**config.mk**
```make
export PLATFORM = sky130hd
export DESIGN_NAME = fsp_ram
export DESIGN_NICKNAME = d
export VERILOG_FILES = /design/src/fsp_ram.sv
export SDC_FILE = /design/constraint.sdc
export NUM_CORES = 1
export LEC_CHECK = 0
export BUFFER_PORTS_ARGS = -buffer_cell sky130_fd_sc_hd__buf_2
export CAP_MARGIN = 20
export CORE_MARGIN = 2
export CORE_UTILIZATION = 55
export CTS_CLUSTER_SIZE = 30
export DETAILED_ROUTE_END_ITERATION = 10
export PLACE_DENSITY = 0.72
export REMOVE_ABC_BUFFERS = 1
export SLEW_MARGIN = 10
export SYNTH_ARGS = -nofsm -noshare
export SYNTH_HDL_FRONTEND = slang
export SYNTH_SLANG_ARGS = --single-unit
```
**constraint.sdc**
```tcl
create_clock -name clk -period 6.55 [get_ports clk]
set_input_delay 1.965 -clock clk [delete_from_list [all_inputs] [get_ports clk]]
set_output_delay 1.965 -clock clk [all_outputs]
set_load 0.01 [all_outputs]
```
**src/fsp_ram.sv**
```systemverilog
// Generic single-port-write, single-port-read RAM with a registered read.
// A read at the address being written returns the old contents.
module fsp_ram #(
  parameter int unsigned WIDTH = 32,
  parameter int unsigned DEPTH = 16
) (
  input  logic                     clk,
  input  logic                     we,
  input  logic [$clog2(DEPTH)-1:0] waddr,
  input  logic [WIDTH-1:0]         wdata,
  input  logic [$clog2(DEPTH)-1:0] raddr,
  output logic [WIDTH-1:0]         rdata
);
  logic [WIDTH-1:0] mem [DEPTH];

  always_ff @(posedge clk) begin
    if (we) begin
      mem[waddr] <= wdata;
    end
    rdata <= mem[raddr];
  end
endmodule

```
==> results of run 1 <==
layout by cell type, fill, tap and decap left out, drive strengths merged:
cell,count
mux4,128
a22oi,64
bufinv,4
nor3,4
inv,2
dfxtp,32
nor2,13
nand2b,2
buf,96
edfxtp,512
nand3b,2
and2,1
clkbuf,71
nand2,33
nand3,1
or3b,1
clkinv,21
nor2b,2
diode,4
kinds of logic (layout without fill, tap and decap cells):
logic type | count (synthesis) | count (layout) | synth area share, %
buffers and inverters | 43 | 194 | 1.12
AND/OR/NAND/NOR | 59 | 59 | 1.27
flip-flops | 544 | 544 | 80.7
multiplexers | 128 | 128 | 14.5
AO/OA/AOI/OAI | 64 | 64 | 2.42
other | 0 | 4 | 0
worst min-delay path by stage:
stage                              start                 to  slack (ns)  cells after the start
finish              mem[14][7]$_DFFE_PP_   rdata[7]$_DFF_P_        0.67                      3
global route        mem[15][6]$_DFFE_PP_   rdata[6]$_DFF_P_        0.70                      3
CTS                 mem[6][21]$_DFFE_PP_  rdata[21]$_DFF_P_        0.68                      3
detailed placement  mem[15][8]$_DFFE_PP_   rdata[8]$_DFF_P_        0.66                      3
global placement     mem[7][6]$_DFFE_PP_   rdata[6]$_DFF_P_        0.65                      3
floorplan           mem[14][0]$_DFFE_PP_   rdata[0]$_DFF_P_        0.63                      3
critical path: stages:
cell and delay, ns:
buf_2 0.10, nand3_1 0.30, nor3_2 0.83, buf_4 0.54
cell type report:
| cell class | instances | area [µm²] | area share (%) |
|---|---|---|---|
| Sequential cell | 544 | 16000 | 70.8 |
| Multi-Input combinational cell | 251 | 3750 | 16.6 |
| Clock buffer | 70 | 1460 | 6.46 |
| Timing Repair Buffer | 97 | 582 | 2.57 |
| Tap cell | 461 | 577 | 2.55 |
| Clock inverter | 27 | 231 | 1.02 |
| Antenna cell | 4 | 10.0 | 0.0442 |
sequential cells by signal, summed over array words and instances (netlist names):
name   cells
rdata     32
mem      512
layer usage:
layer  share of wire, %  vias up  GRT usage [%]
met5                  0        -              0
met4                1.8        0           5.72
met3                7.4       56           3.83
met2                 48      342           32.6
met1                 43     4811           32.9
li1                   -     3797              -
report_power, final:
| group | switching, mW | total [mW] | internal [mW] |
|---|---|---|---|
| Clock | 1.21 | 2.93 | 1.72 |
| Combinational | 0.200 | 0.338 | 0.138 |
| Sequential | 0.0244 | 3.92 | 3.89 |
per-stage QoR:
| stage | instances | util [%] |
|---|---|---|
| floorplan | 795 | - |
| global placement | 1353 | 58.8 |
| detailed placement | 1353 | 58.8 |
| CTS | 1450 | 63.6 |
| global route | 1452 | 63.6 |
| finish | 1454 | 63.6 |
==> impl_metrics.csv, run 1 <==
group,metric,value,unit
setup_path,r2r-end,"rdata[19]$_DFF_P_",
cts,cts_buffer_depth,3,
synthesis,yosys_warnings,0,
setup_path,cp.required,6.75,ns
sta,drv_slew,0,
synthesis,synth-seq-cells,544,
synthesis,synth_top_flop_cell,"edfxtp_1",
floorplan,die_h,194,µm
grt,grt_remaining_overflow,0,
flow_run,drv_cap,0,
layout,drive_above_1_share,32.6,%
cts,cts-hold-fix-buffers,0,
pwr,ir_drop,0.331,mV
drt,drtAntennaViolNets,0,
grt,antenna_found_initial,5,
drt,wl_per_cell,27.4,µm
setup_path,end_kind,"flop",
floorplan,core,35600,µm²
min_path,hold_class,"flop to flop",
cts,clk_latency,0.57,ns
sta,fin_crit_sh,54.9,%
sta,setup_viol,0,
sta,fmax,278,MHz
cts,numCtsBuffers,53,
place,numPortBuffers,73,
setup_path,startpoint_type,"input pin",
sta,min_period,3.60,ns
sta,setup_tns,0,ns
synthesis,synth.most_common_cell,"edfxtp_1",
setup_path,worstPathMaxFanout,25,
place,preCtsSetupSlack,2.36,ns
synthesis,synthTopCellsByArea,"edfxtp_1 77%, mux4_2 15%, dfxtp_1 3.2%",
cts,cts.sinks,544,
synthesis,yosysSeqAreaShare,80.7,%
setup_path,rr_startpoint,"mem[0][19]$_DFFE_PP_",
synthesis,yosys.cell_types.count,18,
layout,layout.nets,989,
synthesis,syn_area_per_cell,23.7,µm²
floorplan,rows,69,
synthesis,synth_top_cell_by_area,"edfxtp_1",
setup_path,cp.arrival,3.79,ns
pwr,p_leak,7.30,nW
cts,cts_tree,"yes",
sta,maxSlewHeadroom,27.6,%
setup_path,crit_start,"we",
layout,area_growth,14.0,%
sta,rsz0062_at_grt,"no",
layout,fillers,2332,
pwr,finalPower,7.19,mW
setup_path,crit_end,"mem[12][31]$_DFFE_PP_",
cts,cts_max_level,2,
drt,firstDrtPassIters,5,
place,placed_cell_area,20900,µm²
drt,drc,0,
cts,ctsResizeCount,0,
place,routabilityCongestion,0.701,
sta,whs,0.670,ns
setup_path,r2r_setup_slack,5.16,ns
drt,routed_wl,39800,µm
floorplan,io_pins,74,
grt,grt_pass1_vias,9443,
place,dp_hpwl,20300,µm
synthesis,netlist_instances,838,
grt,grt_usage,21.5,%
setup_path,worst-setup-path-type,"input pin to flop",
setup_path,r2r.worst_path.cells,3,
grt,grt_max_degree,70,
pwr,p_per_area,318,nW/µm²
cts,root_buffer,"clkbuf_16",
grt,grt_pass1_wl,59400,µm
sta,finalHoldViolCount,0,
synthesis,yosysTopAreaCellShare,77.4,%
sta,skew,0.0225,ns
drt,vias,9006,
outcome,status,"finished clean",
synthesis,synth_edf_count,512,
drt,drt-initial-drc-count,999,
floorplan,dieArea,37600,µm²
sta,worst_slack,2.95,ns
sta,tightest_slew,1.09,ns
synthesis,synthArstFlopShare,0,%
drt,vias_per_cell,6.19,
floorplan,start_util,55.8,%
cts,path_clk_slew,0.06,ns
floorplan,fp.dieW,194,µm
synthesis,netlist_area,19900,µm²
synthesis,synth_commonest_cells,"512 x edfxtp_1, 128 x mux4_2, 64 x a22oi_1",
cts,cts_setup_buffers,0,
layout,design_area,22600,µm²
Note: power is estimated with default switching activity, not from simulation.
==> inputs of run 2 (changes only) <==
--- a/config.mk
+++ b/config.mk
@@ -11,7 +11,7 @@
 export CORE_UTILIZATION = 55
 export CTS_CLUSTER_SIZE = 30
 export DETAILED_ROUTE_END_ITERATION = 10
-export PLACE_DENSITY = 0.72
+export PLACE_DENSITY = 0.75
 export REMOVE_ABC_BUFFERS = 1
 export SLEW_MARGIN = 10
 export SYNTH_ARGS = -nofsm -noshare
==> constraint.sdc (replaced) <==
create_clock -name clk -period 3.2 [get_ports clk]
set_input_delay 0.96 -clock clk [delete_from_list [all_inputs] [get_ports clk]]
set_output_delay 0.96 -clock clk [all_outputs]
set_load 0.01 [all_outputs]
==> run 2 against run 1 <==
Net effect: sequential share of layout area fell by 1.7 points; worst hold slack got worse by 0.011 ns; routed wire length rose by 3.3%; critical path depth fell by 3; combinational power rose by 120%; final cell count rose by 1.4%; count of clock-buffer cells in the layout rose by 14; power rose by 110%; setup slack got worse by 1.8 ns; critical path type is now flop to output pin; highest routed layer unchanged.
==> impl_metrics.csv, run 2 (synthesized netlist as in run 1, its figures left out) <==
group,metric,value,unit
place,place_inst,1371,
cts,cts_setup_buffers,0,
sta,tightest_slew,0.497,ns
floorplan,start_util,55.8,%
setup_path,crit_slowest_cell,"dfxtp_1",
setup_path,rr_startpoint,"mem[8][29]$_DFFE_PP_",
grt,grt_max_degree,36,
cts,root_buffer,"clkbuf_16",
grt,grt_usage,22.3,%
layout,layout.nets,1007,
pwr,p_leak,7.51,nW
sta,drv_slew,0,
floorplan,core,35600,µm²
drt,vias_per_cell,6.26,
drt,vias,9227,
place,routabilityCongestion,0.717,
sta,rsz0062_at_grt,"no",
cts,cts-hold-fix-buffers,0,
min_path,hold_class,"flop to flop",
setup_path,cp_num_buf_inv,1,
grt,grt_pass1_vias,9595,
grt,use_met3,4.66,%
setup_path,crit_start,"rdata[11]$_DFF_P_",
setup_path,cp_slowest_stage_delay,0.39,ns
floorplan,fp.dieW,194,µm
sta,maxSlewHeadroom,66.8,%
layout,fin_util,65.1,%
layout,reg.largest.list,"mem (512), rdata (32)",
cts,clk_latency,0.58,ns
outcome,status,"finished clean",
setup_path,r2r_setup_slack,1.81,ns
floorplan,rows,69,
pwr,p_per_area,647,nW/µm²
grt,met2_usage,34.8,%
layout,drive_above_1_share,34.3,%
drt,wl_per_cell,27.9,µm
layout,final_cells,1475,
flow_run,drv_cap,0,
grt,top_usage_layer,"met2",
setup_path,worstPathMaxFanout,1,
min_path,hp-start,"mem[14][21]$_DFFE_PP_",
grt,antenna_found_initial,4,
cts,cts_buffer_depth,3,
cts,ctsResizeCount,0,
cts,cts.sinks,544,
cts,cts_tree,"yes",
drt,firstDrtPassIters,5,
grt,grt_pass1_wl,61500,µm
cts,cts_max_level,2,
floorplan,dieArea,37600,µm²
layout,layout_commonest_cell,"edfxtp_1",
sta,setup_tns,0,ns
layout,mostFrequentLayoutCells,"512 x edfxtp_1, 128 x mux4_2, 71 x buf_2",
cts,numCtsBuffers,53,
setup_path,cp.required,2.24,ns
layout,largest-register,"mem",
drt,routed_wl,41200,µm
setup_path,startpoint_type,"flop",
sta,setup_viol,0,
layout,largest_reg_flops,512,
drt,drtAntennaViolNets,0,
floorplan,die_h,194,µm
drt,drt-initial-drc-count,1111,
drt,drc,0,
place,dp_hpwl,21200,µm
place,numPortBuffers,73,
sta,fin_crit_sh,64.9,%
cts,path_clk_slew,0.06,ns
sta,min_period,2.08,ns
setup_path,worst-setup-path-type,"flop to output pin",
sta,skew,0.0200,ns
sta,finalHoldViolCount,0,
sta,fmax,481,MHz
layout,design_area,23200,µm²
setup_path,cp.arrival,1.12,ns
grt,use_met1,33.1,%
place,placed_cell_area,21400,µm²
grt,grt_remaining_overflow,0,
layout,area_growth,16.7,%
floorplan,io_pins,74,
pwr,ir_drop,0.487,mV
setup_path,end_kind,"output pin",
setup_path,crit_family,"flip-flops",
setup_path,cp_cell_sequence,"buf_2",
-- run 2: final timing paths --
check,depth (start not counted),end
max reg2reg,3,rdata[29]$_DFF_P_
min,3,rdata[21]$_DFF_P_
min reg2reg,3,rdata[21]$_DFF_P_
max,1,rdata[11]
-- run 2: per-layer routing --
metal | wire length [µm] | vias up
li1 | - | 3835
met5 | 0 | -
met4 | 560 | 0
met1 | 16900 | 4927
met2 | 20300 | 426
met3 | 3390 | 39
-- run 2: cell type report --
type | count | area, µm²
well taps | 461 | 577
repair buffers | 115 | 1030
fillers | 2254 | 12400
clock inverters | 16 | 161
flip-flops and latches | 544 | 16000
diodes | 4 | 10.0
multi-input cells | 251 | 3750
clock buffers | 84 | 1630
-- run 2: stage by stage --
step | setup WS [ns] | hold slack, ns | power (mW)
after floorplan | -0.940 | 0.635 | 8.48
after global routing | 1.05 | 0.691 | 15.4
after global placement | 0.573 | 0.646 | 8.88
final | 1.12 | 0.659 | 15.0
after CTS | 1.11 | 0.670 | 15.1
after detailed placement | 0.558 | 0.657 | 8.90
-- run 2: power by group --
part,switching [mW],internal (mW),leakage (nW),total [mW]
logic,0.420,0.315,1.74,0.735
registers,0.0532,7.96,4.89,8.02
clock network,2.52,3.72,0.880,6.24
==> inputs of run 3 (changes only) <==
--- a/config.mk
+++ b/config.mk
@@ -11,7 +11,7 @@
 export CORE_UTILIZATION = 55
 export CTS_CLUSTER_SIZE = 30
 export DETAILED_ROUTE_END_ITERATION = 10
-export PLACE_DENSITY = 0.75
+export PLACE_DENSITY = 0.72
 export REMOVE_ABC_BUFFERS = 1
 export SLEW_MARGIN = 10
 export SYNTH_ARGS = -nofsm -noshare
==> constraint.sdc (replaced) <==
create_clock -name clk -period 2.15 [get_ports clk]
set_input_delay 0.645 -clock clk [delete_from_list [all_inputs] [get_ports clk]]
set_output_delay 0.645 -clock clk [all_outputs]
set_load 0.01 [all_outputs]
==> run 3 against run 2 <==
Net effect: worst hold slack got worse by 0.23 ns; die area unchanged; clock power is 44% higher; flip-flop and latch count unchanged; global-route usage is 0.18 points higher; critical path type unchanged; largest cell class unchanged; largest power group unchanged.
==> impl_metrics.csv, run 3 (synthesized netlist as in run 1, its figures left out) <==
group,metric,value,unit
outcome,status,"finished clean",
grt,antenna_found_initial,3,
cts,cts_max_level,2,
drt,vias,9320,
setup_path,end_kind,"output pin",
floorplan,io_pins,74,
layout,final_cells,1508,
sta,tightest_slew,0.721,ns
min_path,hold_class,"input pin to flop",
setup_path,worst-setup-path-type,"flop to output pin",
cts,path_clk_slew,0.06,ns
layout,largest-register,"mem",
layout,drive_above_1_share,36.2,%
grt,grt_pass1_wl,61900,µm
layout,largest_reg_flops,512,
cts,ctsResizeCount,0,
layout,reg.largest.list,"mem (512), rdata (32)",
setup_path,cp_cell_sequence,"buf_2",
place,dp_hpwl,23100,µm
floorplan,fp.dieW,194,µm
sta,maxSlewHeadroom,51.8,%
floorplan,start_util,55.8,%
layout,mostFrequentLayoutCells,"512 x edfxtp_1, 128 x mux4_2, 71 x buf_2",
setup_path,startpoint_type,"flop",
drt,drtAntennaViolNets,0,
cts,cts-hold-fix-buffers,0,
grt,grt_max_degree,41,
drt,routed_wl,41500,µm
setup_path,worstPathMaxFanout,1,
cts,clk_latency,0.60,ns
sta,setup_viol,0,
flow_run,drv_cap,0,
sta,setup_tns,0,ns
sta,drv_slew,0,
pwr,finalPower,22.1,mW
drt,drt-initial-drc-count,889,
place,placed_cell_area,21800,µm²
drt,vias_per_cell,6.18,
drt,wl_per_cell,27.5,µm
layout,fillers,2252,
sta,min_period,1.76,ns
grt,grt_remaining_overflow,0,
sta,finalHoldViolCount,0,
layout,area_growth,18.3,%
cts,cts.sinks,544,
cts,cts_setup_buffers,0,
setup_path,cp.arrival,1.12,ns
floorplan,core,35600,µm²
floorplan,dieArea,37600,µm²
cts,cts_buffer_depth,3,
sta,whs,0.430,ns
layout,layout.nets,1044,
sta,skew,0.0183,ns
layout,layout_commonest_cell,"edfxtp_1",
pwr,p_leak,7.68,nW
setup_path,cp.required,1.50,ns
layout,design_area,23500,µm²
grt,grt_usage,22.5,%
floorplan,die_h,194,µm
drt,drc,0,
place,place_inst,1408,
setup_path,crit_slowest_cell,"dfxtp_1",
drt,firstDrtPassIters,5,
layout,seqCellArea,16000,µm²
cts,cts_tree,"yes",
setup_path,cp_num_buf_inv,1,
floorplan,rows,69,
sta,fmax,567,MHz
cts,numCtsBuffers,53,
place,numPortBuffers,73,
grt,grt_pass1_vias,9837,
cts,root_buffer,"clkbuf_16",
sta,fin_crit_sh,82.0,%
place,routabilityCongestion,0.726,
sta,rsz0062_at_grt,"no",
setup_path,cp_slowest_stage_delay,0.38,ns
layout,multi_input_area,3750,µm²
setup_path,crit_family,"flip-flops",
pwr,ir_drop,0.806,mV
pwr,p_per_area,940,nW/µm²
[run 3: layer usage]
layer | global-route usage [%] | wire length (µm) | vias to the layer above
met5 | 0 | 30 | -
met1 | 31.6 | 16700 | 5000
li1 | - | - | 3902
met3 | 4.42 | 3120 | 63
met2 | 36.5 | 20900 | 351
met4 | 6.51 | 733 | 4
[run 3: power by group]
group	internal, mW	switching, mW	total, mW
registers	11.9	0.0701	11.9
logic	0.528	0.642	1.17
clock network	5.15	3.82	8.97
total	17.5	4.54	22.1
[run 3: through the flow]
stage          setup WS, ns  util, %
5_1_grt               0.342     66.0
2_1_floorplan         -1.67        -
3_5_place_dp        0.00268     61.3
6_report              0.386     66.0
4_1_cts               0.339     66.0
3_3_place_gp        0.00793     61.3
[run 3: worst paths after layout]
| path | to | start | slack (ns) | cells past startpoint |
|---|---|---|---|---|
| min reg2reg | rdata[6]$_DFF_P_ | mem[6][6]$_DFFE_PP_ | 0.66 | 3 |
| min | mem[5][14]$_DFFE_PP_ | wdata[14] | 0.43 | 1 |
| max | rdata[25] | rdata[25]$_DFF_P_ | 0.39 | 1 |
| max reg2reg | rdata[19]$_DFF_P_ | mem[3][19]$_DFFE_PP_ | 0.69 | 3 |
[run 3: layout make-up]
cell class / count / area share (%)
Antenna cell: 1 / 0.0107
Tap cell: 461 / 2.46
Timing Repair Buffer: 152 / 6.15
Multi-Input combinational cell: 251 / 16.0
Sequential cell: 544 / 68.2
Clock buffer: 65 / 6.01
Clock inverter: 34 / 1.21
